`config.mk`:
```
export PLATFORM = sky130hd
export DESIGN_NAME = csp_cfg
export DESIGN_NICKNAME = d
export VERILOG_FILES = /design/src/rtl/csp_pkg.sv /design/src/rtl/csp_cfg.sv
export SDC_FILE = /design/constraint.sdc
export NUM_CORES = 1
export LEC_CHECK = 0
export BUFFER_PORTS_ARGS = -buffer_cell sky130_fd_sc_hd__buf_4
export CORE_MARGIN = 4
export CORE_UTILIZATION = 30
export CTS_BUF_LIST = sky130_fd_sc_hd__clkbuf_4 sky130_fd_sc_hd__clkbuf_8
export DETAILED_ROUTE_END_ITERATION = 8
export PLACE_DENSITY = 0.7
export SETUP_SLACK_MARGIN = 0.5
export SYNTH_ARGS = -nofsm -noshare
export SYNTH_HDL_FRONTEND = slang
export SYNTH_SLANG_ARGS = --single-unit
```
`constraint.sdc`:
```
create_clock -name clk -period 2.2 [get_ports clk]
set_clock_uncertainty 0.05 [all_clocks]
set_input_delay 0.66 -clock clk [delete_from_list [all_inputs] [get_ports clk]]
set_output_delay 0.66 -clock clk [all_outputs]
set_load 0.01 [all_outputs]
```
`src/rtl/csp_pkg.sv`:
```
`default_nettype none
package csp_pkg;

	localparam int MAX_ELEMENTS = 4096;
	localparam int IDX_W        = $clog2(MAX_ELEMENTS);
	localparam int CNT_W        = IDX_W + 1;
	localparam int COORD_BITS   = 32;
	localparam int MAX_SLICES   = 16;
	localparam int SLICE_W      = 5;
	localparam int NUM_W        = CNT_W + $clog2(MAX_SLICES);
	localparam int PADDR_W      = 5;
	localparam int PDATA_W      = 32;

	localparam logic ACT_LOAD = 1'b0;
	localparam logic ACT_READ = 1'b1;

	localparam logic [2:0] REG_DIMENSIONS = 3'd0;
	localparam logic [2:0] REG_SLICES_X   = 3'd1;
	localparam logic [2:0] REG_SLICES_Y   = 3'd2;
	localparam logic [2:0] REG_SLICES_Z   = 3'd3;
	localparam logic [2:0] REG_PERIODIC   = 3'd4;

	localparam logic [1:0] DIMS_TWO = 2'd2;

	typedef struct packed {
		logic [1:0]         dimensions;
		logic [SLICE_W-1:0] slices_x;
		logic [SLICE_W-1:0] slices_y;
		logic [SLICE_W-1:0] slices_z;
		logic [2:0]         periodic_mask;
	} cfg_t;

	function automatic logic [SLICE_W-1:0] clamp_slices(input logic [SLICE_W-1:0] s);
		logic [SLICE_W-1:0] r;
		r = s;
		if (s == '0)
			r = SLICE_W'(1);
		else if (s > SLICE_W'(MAX_SLICES))
			r = SLICE_W'(MAX_SLICES);
		return r;
	endfunction

endpackage
`default_nettype wire

```
`src/rtl/csp_cfg.sv`:
```
`default_nettype none
module csp_cfg (
	input  wire logic                        clk,
	input  wire logic                        arst_n,
	input  wire logic                        psel,
	input  wire logic                        penable,
	input  wire logic                        pwrite,
	input  wire logic [csp_pkg::PADDR_W-1:0] paddr,
	input  wire logic [csp_pkg::PDATA_W-1:0] pwdata,
	output logic      [csp_pkg::PDATA_W-1:0] prdata,
	output logic                             pready,
	output csp_pkg::cfg_t                    cfg
);
	import csp_pkg::*;

	cfg_t       cfg_q;
	logic [2:0] idx;

	assign idx    = paddr[4:2];
	assign pready = 1'b1;

	always_ff @(posedge clk or negedge arst_n) begin
		if (!arst_n) begin
			cfg_q.dimensions    <= 2'd3;
			cfg_q.slices_x      <= SLICE_W'(1);
			cfg_q.slices_y      <= SLICE_W'(1);
			cfg_q.slices_z      <= SLICE_W'(1);
			cfg_q.periodic_mask <= '0;
		end else if (psel && penable && pwrite) begin
			case (idx)
				REG_DIMENSIONS: cfg_q.dimensions    <= pwdata[1:0];
				REG_SLICES_X:   cfg_q.slices_x      <= pwdata[SLICE_W-1:0];
				REG_SLICES_Y:   cfg_q.slices_y      <= pwdata[SLICE_W-1:0];
				REG_SLICES_Z:   cfg_q.slices_z      <= pwdata[SLICE_W-1:0];
				REG_PERIODIC:   cfg_q.periodic_mask <= pwdata[2:0];
				default: ;
			endcase
		end
	end

	always_comb begin
		prdata = '0;
		case (idx)
			REG_DIMENSIONS: prdata = PDATA_W'(cfg_q.dimensions);
			REG_SLICES_X:   prdata = PDATA_W'(cfg_q.slices_x);
			REG_SLICES_Y:   prdata = PDATA_W'(cfg_q.slices_y);
			REG_SLICES_Z:   prdata = PDATA_W'(cfg_q.slices_z);
			REG_PERIODIC:   prdata = PDATA_W'(cfg_q.periodic_mask);
			default:        prdata = '0;
		endcase
	end

	assign cfg = cfg_q;
endmodule
`default_nettype wire

```
==> flow_metrics.tcl <==
set metrics [dict create \
    first_pass_iters 4 \
    ctsHoldBuffers 0 \
    irDropWorstVdd_uv 394 \
    critical-path-slowest-cell "mux2_4" \
    power_frac_seq 0.422 \
    grt_pass1_vias 896 \
    drive_gt1_frac 0.646 \
    path_cells "buf_12 -> mux2_4 -> a22oi_2 -> nor2_1 -> buf_4" \
    dieArea_um2 5230 \
    post_dp_cell_area_um2 1510 \
    insertion_delay_ns 0.25 \
    antenna_found_initial 0 \
    start_util 0.310 \
    port_buffers 37 \
    dp_hpwl_um 2090 \
    yosysUniqueCellTypes 23 \
    cts_inserted_buffers 3 \
    place_congestion 0.683 \
    track_usage 0.107 \
    final_cell_area_um2 1740 \
    period_needed_ns 2.16 \
    grt_max_degree 21 \
    drt_iter0_markers 8 \
    fin_crit_sh 0.981 \
    viasPerCell 4.41 \
    hold_viol_final 0 \
    vias 868 \
    routed_wl_um 2880 \
    pwr-share-comb 0.351 \
    cts_tree "yes" \
    nFillCells 382 \
    final_max_slew_viol_count 0 \
    yosys_warnings 0 \
    syn2layout_area_growth_pct 40.1 \
    p_switching_w 0.000358 \
    synth-xor-area-share 0 \
    setup.worst_path.end_class "output pin" \
    ant_nets 0 \
    path_delay_family "multiplexers" \
    critPathArrivalTime_ns 1.45 \
    setup_viol 0 \
    muxShareOfSynthArea 0.232 \
    wl_per_cell_um 14.6 \
    htree_levels 1 \
    final_nets 190 \
    largest_reg_flops 20 \
    antenna_cells 0 \
    fmax_ghz 0.463 \
    max-clock-path-buffers 2 \
    syn_area_um2 1240 \
    postSynthCellCount 103 \
    cts.sinks 20 \
    sw_frac_of_total 0.292 \
    leakage_nw 0.848 \
    crit_type "in -> out" \
    internal_power_w 0.000868 \
    pin_count 95 \
    required_ns 1.49 \
    yosysSeqAreaShare 0.409 \
    synth_area_per_cell_um2 12.0 \
    path_max_fanout 5 \
    power_density_nw_per_um2 706 \
    synth-seq-cells 20 \
    grt-ovfl-total 0 \
    die_height_um 72.3 \
    fp-row-count 23 \
    cp_slowest_stage_delay_ns 0.29 \
    core_um2 4000 \
    yosys.area_share.simple 0.121 \
    grt_first_pass_wirelength_um 4340 \
    setup_tns_ns 0 \
    power_w 0.00123 \
    layout_common_cells "buf_4 (36), conb_1 (28), mux2_4 (16)" \
    floorplan.die.width_um 72.3 \
    grt_setup_unrepaired "yes" \
    post-route-drc-count 0 \
    path_buf_inv 2 \
    p_clk_frac 0.227 \
    synth_top_family_by_area "multiplexers" \
    cts-root-buf "clkbuf_8" \
    hp-class "in -> async" \
    synth_fa_ha_area_frac 0 \
    cap_violations 0 \
    final_common_cell "buf_4" \
    cp-start-kind "primary input" \
    synth-compound-area-share 0.0535 \
    clkTransAtPathRegs_ns 0.07 \
    status "finished clean" \
]
final timing paths:
path,startpoint,to,slack [ns],cells past startpoint
max,paddr[2],prdata[3],0.04,5
min,arst_n,cfg[6],0.22,1
max reg2reg,cfg[15],cfg[15],1.34,1
min reg2reg,cfg[4],cfg[4],0.50,1
max in group asynchronous,arst_n,cfg[18],1.61,1
min in group clk,cfg[4],cfg[4],0.50,1
layout make-up:
| type | instances | area [µm²] | area share |
|---|---|---|---|
| flip-flops and latches | 20 | 507 | 0.292 |
| well taps | 50 | 62.6 | 0.0360 |
| repair buffers | 44 | 385 | 0.222 |
| clock buffers | 4 | 55.1 | 0.0317 |
| multi-input cells | 79 | 727 | 0.419 |
repair_timing:
action,in CTS,in global routing
buffers inserted,3,0
pin swaps,7,6
setup endpoints to repair,20,15
gates resized for setup,22,9
gates cloned,1,0
cell families after synthesis:
| logic type | Yosys count |
|---|---|
| other | 2 |
| multiplexers | 25 |
| AO/OA/AOI/OAI | 10 |
| flip-flops | 20 |
| AND/OR/NAND/NOR | 16 |
| buffers and inverters | 30 |
cells in the mapped netlist, drive strengths merged:
master,number,area (µm²)
buf,29,218
mux2,24,278
dfrtp,15,375
a22oi,5,37.5
dfstp,5,131
nor3b,5,65.1
nor2,3,13.8
nor2b,3,21.3
o22ai,3,18.8
a21oi,2,10.0
conb,2,7.51
clkbuf,1,3.75
mux2i,1,10.0
nand2,1,3.75
nand2b,1,6.26
nand3,1,5.00
nand4b,1,23.8
or3,1,11.3
through the flow:
stage	cells	hold WS (ns)	utilization	worst slack [ns]
6_report	197	0.216	0.434	0.0410
5_1_grt	197	0.228	0.434	0.00555
4_1_cts	197	0.219	0.425	0.0431
3_5_place_dp	189	0.478	0.378	-0.0640
3_3_place_gp	189	0.471	0.378	-0.0649
2_1_floorplan	129	0.314	-	0.182
per-layer routing:
metal | GRT usage | up-vias | part of all wire
li1 | - | 392 | -
met1 | 0.127 | 419 | 0.37
met2 | 0.180 | 54 | 0.49
met3 | 0.0416 | 3 | 0.13
met4 | 0.0313 | 0 | 0.0094
met5 | 0 | - | 0
power groups by stage:
stage | clock (W) | combinational [W] | sequential, W
2_1_floorplan | 0 | 0.000202 | 0.000541
3_3_place_gp | 0 | 0.000379 | 0.000517
3_5_place_dp | 0 | 0.000384 | 0.000519
4_1_cts | 0.000290 | 0.000418 | 0.000517
5_1_grt | 0.000302 | 0.000464 | 0.000531
6_report | 0.000278 | 0.000431 | 0.000517
No activity file was read; power rests on OpenSTA's default activity.
