`src/rtl/csp_pkg.sv`:
```
`default_nettype none
package csp_pkg;

	localparam int MAX_ELEMENTS = 4096;
	localparam int IDX_W        = $clog2(MAX_ELEMENTS);
	localparam int CNT_W        = IDX_W + 1;
	localparam int COORD_BITS   = 32;
	localparam int MAX_SLICES   = 16;
	localparam int SLICE_W      = 5;
	localparam int NUM_W        = CNT_W + $clog2(MAX_SLICES);
	localparam int PADDR_W      = 5;
	localparam int PDATA_W      = 32;

	localparam logic ACT_LOAD = 1'b0;
	localparam logic ACT_READ = 1'b1;

	localparam logic [2:0] REG_DIMENSIONS = 3'd0;
	localparam logic [2:0] REG_SLICES_X   = 3'd1;
	localparam logic [2:0] REG_SLICES_Y   = 3'd2;
	localparam logic [2:0] REG_SLICES_Z   = 3'd3;
	localparam logic [2:0] REG_PERIODIC   = 3'd4;

	localparam logic [1:0] DIMS_TWO = 2'd2;

	typedef struct packed {
		logic [1:0]         dimensions;
		logic [SLICE_W-1:0] slices_x;
		logic [SLICE_W-1:0] slices_y;
		logic [SLICE_W-1:0] slices_z;
		logic [2:0]         periodic_mask;
	} cfg_t;

	function automatic logic [SLICE_W-1:0] clamp_slices(input logic [SLICE_W-1:0] s);
		logic [SLICE_W-1:0] r;
		r = s;
		if (s == '0)
			r = SLICE_W'(1);
		else if (s > SLICE_W'(MAX_SLICES))
			r = SLICE_W'(MAX_SLICES);
		return r;
	endfunction

endpackage
`default_nettype wire

```
`src/rtl/csp_div.sv`:
```
`default_nettype none
module csp_div (
	input  wire logic                      clk,
	input  wire logic                      arst_n,
	input  wire logic                      start,
	input  wire logic [csp_pkg::NUM_W-1:0] num,
	input  wire logic [csp_pkg::CNT_W-1:0] den,
	output logic                           done,
	output logic      [csp_pkg::NUM_W-1:0] quot
);
	import csp_pkg::*;

	logic [CNT_W-1:0]         rem_q;
	logic [NUM_W-1:0]         quo_q;
	logic [$clog2(NUM_W+1)-1:0] cnt_q;
	logic                     busy_q;
	logic                     done_q;
	logic [CNT_W:0]           trial;
	logic                     fits;

	// restoring division, one quotient bit per cycle
	assign trial = {rem_q, quo_q[NUM_W-1]};
	assign fits  = trial >= {1'b0, den};

	always_ff @(posedge clk or negedge arst_n) begin
		if (!arst_n) begin
			busy_q <= 1'b0;
			done_q <= 1'b0;
			cnt_q  <= '0;
		end else begin
			done_q <= 1'b0;
			if (start) begin
				busy_q <= 1'b1;
				cnt_q  <= ($clog2(NUM_W+1))'(NUM_W);
			end else if (busy_q) begin
				cnt_q <= cnt_q - 1'b1;
				if (cnt_q == ($clog2(NUM_W+1))'(1)) begin
					busy_q <= 1'b0;
					done_q <= 1'b1;
				end
			end
		end
	end

	always_ff @(posedge clk) begin
		if (start) begin
			rem_q <= '0;
			quo_q <= num;
		end else if (busy_q) begin
			rem_q <= fits ? CNT_W'(trial - {1'b0, den}) : trial[CNT_W-1:0];
			quo_q <= {quo_q[NUM_W-2:0], fits};
		end
	end

	assign done = done_q;
	assign quot = quo_q;
endmodule
`default_nettype wire

```
`config.mk`:
```
export PLATFORM = sky130hd
export DESIGN_NAME = csp_div
export DESIGN_NICKNAME = d
export VERILOG_FILES = /design/src/rtl/csp_pkg.sv /design/src/rtl/csp_div.sv
export SDC_FILE = /design/constraint.sdc
export NUM_CORES = 1
export LEC_CHECK = 0
export ABC_AREA = 1
export BUFFER_PORTS_ARGS = -buffer_cell sky130_fd_sc_hd__buf_2
export CORE_MARGIN = 2
export CORE_UTILIZATION = 55
export CTS_CLUSTER_SIZE = 16
export DETAILED_ROUTE_END_ITERATION = 16
export PLACE_DENSITY = 0.78
export SLEW_MARGIN = 25
export SYNTH_ARGS = -nofsm -noshare
export SYNTH_HDL_FRONTEND = slang
export SYNTH_SLANG_ARGS = --single-unit
export TNS_END_PERCENT = 30
```
`constraint.sdc`:
```
create_clock -name clk -period 2 [get_ports clk]
set_clock_uncertainty 0.05 [all_clocks]
set_input_delay 0.2 -clock clk [delete_from_list [all_inputs] [get_ports clk]]
set_output_delay 0.2 -clock clk [all_outputs]
set_load 0.005 [all_outputs]
```
==> key figures <==
Critical path
  • Library cell appearing most often on the critical path: nand2_1
  • Critical-path maximum fanout: 7
  • Minimum setup slack among reg-to-reg paths: roughly 0.06 ns
  • Endpoint type of the worst setup path: flip-flop
  • Worst Path Required: roughly 2 ns
  • Peak per-stage delay on the critical path: 0.36 ns
  • CP max stage cell: ha_1
  • Critical path launch point type: flip-flop
  • Series of cell instances along the critical path: ha_1 -> nand2_1 -> nand2_1 -> inv_1 -> nand2_1 -> a21oi_4 -> nand3_2 -> nand2_1 -> nand2_1
  • Worst EP arrival: just under 2 ns
  • Startpoint-to-endpoint class of the critical path: reg2reg

Finish
  • Seq. cell area: 946 µm²
  • Util after Layout: 0.694
  • Area delta synth->final: 19.1%
  • Number of fillers in the final layout: 406
  • Total number of nets in the final design: 485
  • Finished Cell Area: just over 0.003 mm²
  • Count of inserted antenna diode cells: 0
  • Ratio of cells with drive above 1 in the final layout: 0.215
  • Area used by multi-input combinational logic: between 0.001 and 0.0015 mm²

Global routing
  • Wire length of the first global-routing pass: 9830 µm
  • Overflow left after global routing: 0
  • Maximum number of pins on one net before global-route repair: 17
  • Global-route usage over all layers: 0.238
  • Number of antenna violations at the first check in global routing: 0
  • Via count of the first global-routing pass: about 2200

Routing
  • Metal-1 WL: roughly 2800 µm
  • DR WL met2: about 3100 µm
  • Routed length on met3: 347 µm
  • Via-per-instance ratio: 5.21
  • Residual DRC count: 0
  • Final wirelength: about 6300 µm
  • Post-route antenna net violation count: 0
  • Number of optimization iterations in the first detailed-route pass: 6
  • Per-cell routed wire length: approximately 13 µm
  • Top routing layer in use: met4
  • Total number of vias: 2546
  • Drt first-iter violations: 186

Synth
  • Synthesized area: between 0.002 and 0.003 mm²
  • Top flip-flop cell by instance count after synthesis: edfxtp_1
  • Number of flops mapped to enable cells by yosys: 17
  • YS warnings: 0
  • Synthesis-stage register bit count: 37
  • Share of synthesized flip-flops with an asynchronous set or reset: 0.189
  • Number of cells produced by synthesis: 376
  • Net count of the mapped netlist: approximately 430
  • Sequential-to-total area share from yosys stat: 0.365
  • Unique cell type count in the Yosys netlist: 29
  • Syn Area/Cell: 6.88 µm²

Timing
  • Hold Worst Slack: approximately 0.12 ns
  • Relative max-transition margin: 0.580
  • Final setup violation count: 0
  • Slew Limit Fails: 0
  • Setup TNS Final: 0 ns
  • Period utilisation layout: 0.970
  • Final Critical Period: 1.94 ns
  • Setup repair after global routing missed its margin: yes
  • Max frequency: slightly above 0.5 GHz
  • Tightest Pin Transition: between 0.6 and 0.7 ns
  • Hold violation count in the final report: 0

Clock tree
  • Sinks on Clock Net: 37
  • Clock tree root driver cell: clkbuf_8
  • TritonCTS clock tree: built
  • CTS buffer count: 5
  • Clock-pin slew on the worst setup and hold paths: around 0.08 ns
  • Deepest clock path buffer count: 2
  • Skew-Pair Late Insertion Delay: ~0.29 ns
  • Depth of the CTS H-tree: 2

Die
  • Area enclosed by the die boundary: ~0.0053 mm²
  • # rows: 24
  • Chip Height: between 70 and 80 µm
  • # IOs: 51
  • Starting density of the core: 0.582
  • Horiz. Die Dim: ~73 µm
  • Placeable core area: 0.00444 mm²

Worst hold path
  • Type of the most critical hold path: in2reg

Power and ir drop
  • Peak supply drop: ~0.53 mV
  • Static leakage: ~1.8 nW
  • Total power consumption of the routed design: ~3.3 mW
  • Power per Cell Area: ~1100 mW/mm²

Place
  • Weighted congestion reported at the end of routability-driven placement: 0.934
  • Dpl hpwl: 4490 µm
  • Placed cell areas: slightly below 0.003 mm²
  • Input/output buffers: 50

Flow run
  • # Max-Cap Violations: 0

Outcome
  • Outcome: finished clean
==> metal layers <==
| metal | vias to the layer above | GRT usage |
|---|---|---|
| met5 | - | 0 |
| met4 | 0 | 0.0658 |
| met3 | 13 | 0.0331 |
| met2 | 92 | 0.402 |
| met1 | 1151 | 0.321 |
| li1 | 1290 | - |
==> area by class of cell <==
type,instances,share of cell area
Clock buffer,6,0.0235
Clock inverter,2,0.0114
Timing Repair Buffer,61,0.110
Inverter,73,0.0888
Sequential cell,37,0.307
Tap cell,52,0.0211
Multi-Input combinational cell,258,0.439
==> synth_stat cells, types with 2 or more instances <==
cell	instances	area [µm²]
a21oi_1	6	30.0
buf_2	4	20.0
clkbuf_1	4	15.0
dfrtp_1	7	175
dfxtp_1	13	260
edfxtp_1	17	510
ha_1	15	188
inv_1	65	244
inv_2	7	26.3
nand2_1	150	563
nand2_2	3	18.8
nand3_1	26	130
nand3_2	3	30.0
nand3_4	2	35.0
nand4_1	18	113
nor2_1	14	52.6
nor2_2	4	25.0
o21ai_0	3	15.0
xnor2_1	3	26.3
xor2_1	3	26.3
==> stage by stage <==
step / setup WS (ns) / instances
floorplan: 0.172 / 376
global placement: 0.114 / 477
detailed placement: 0.0410 / 477
CTS: 0.0125 / 486
global route: -0.0613 / 489
finish: 0.0591 / 489
==> cells in the final DEF, fill, tap and decap left out <==
master,instances
dfxtp_1,13
clkbuf_1,1
buf_4,9
clkbuf_8,5
bufinv_16,1
o21ai_1,1
buf_2,50
and3_1,1
a21oi_1,6
nand2_2,2
a21oi_4,1
nand3_4,2
nand3_1,24
buf_6,1
inv_2,8
inv_1,64
nor3_1,1
nor2_4,1
o21ai_0,3
nor2_1,13
nand2_4,1
clkinv_2,1
nand4_1,18
nand2_1,150
xor2_1,3
o22ai_1,1
ha_1,15
dlygate4sd3_1,1
xnor2_1,3
clkinv_1,1
fa_2,1
nand3_2,6
dfrtp_1,7
edfxtp_1,17
nor2_2,5
==> logic make-up after synthesis <==
group,count (synthesis),share of synthesized area
adder cells (fa/ha/maj),16,0.0802
flip-flops,37,0.365
AND/OR/NAND/NOR,223,0.382
buffers and inverters,82,0.124
AO/OA/AOI/OAI,12,0.0280
XOR/XNOR,6,0.0203
==> power by group <==
| part | switching, mW | internal [mW] |
|---|---|---|
| registers | 0.120 | 0.985 |
| logic | 0.987 | 0.612 |
| clock network | 0.274 | 0.370 |
==> what timing repair did <==
action	CTS	global route
gates cloned	0	1
setup buffers	0	2
setup endpoints to repair	1	14
endpoints found under the hold margin	7	0
hold buffers	1	0
pin swaps	0	2
gates resized for setup	1	5
==> critical path: cells and delay by family (launching register included) <==
kind	cells	cell delay (ns)
compound gates	1	0.22
fa+ha+maj	1	0.36
buf+inv	1	0.07
flops	1	0.34
simple gates	6	0.67
==> final timing paths <==
check | to | cells after the start | start
min reg2reg | rem_q[11]$_SDFFE_PP0P_ | 2 | rem_q[11]$_SDFFE_PP0P_
max | quot[0]$_DFFE_PP_ | 9 | rem_q[8]$_SDFFE_PP0P_
min in group asynchronous | busy_q$_DFF_PN0_ | 2 | arst_n
min | quot[9]$_DFFE_PP_ | 3 | num[9]
max reg2reg | quot[0]$_DFFE_PP_ | 9 | rem_q[8]$_SDFFE_PP0P_
max in group asynchronous | done$_DFF_PN0_ | 2 | arst_n
==> flip-flops by register name (all words and copies together) (netlist names) <==
| name | cells |
|---|---|
| busy_q | 1 |
| done | 1 |
| rem_q | 13 |
| quot | 17 |
| cnt_q | 5 |
Power figures use the tool's default switching activity.
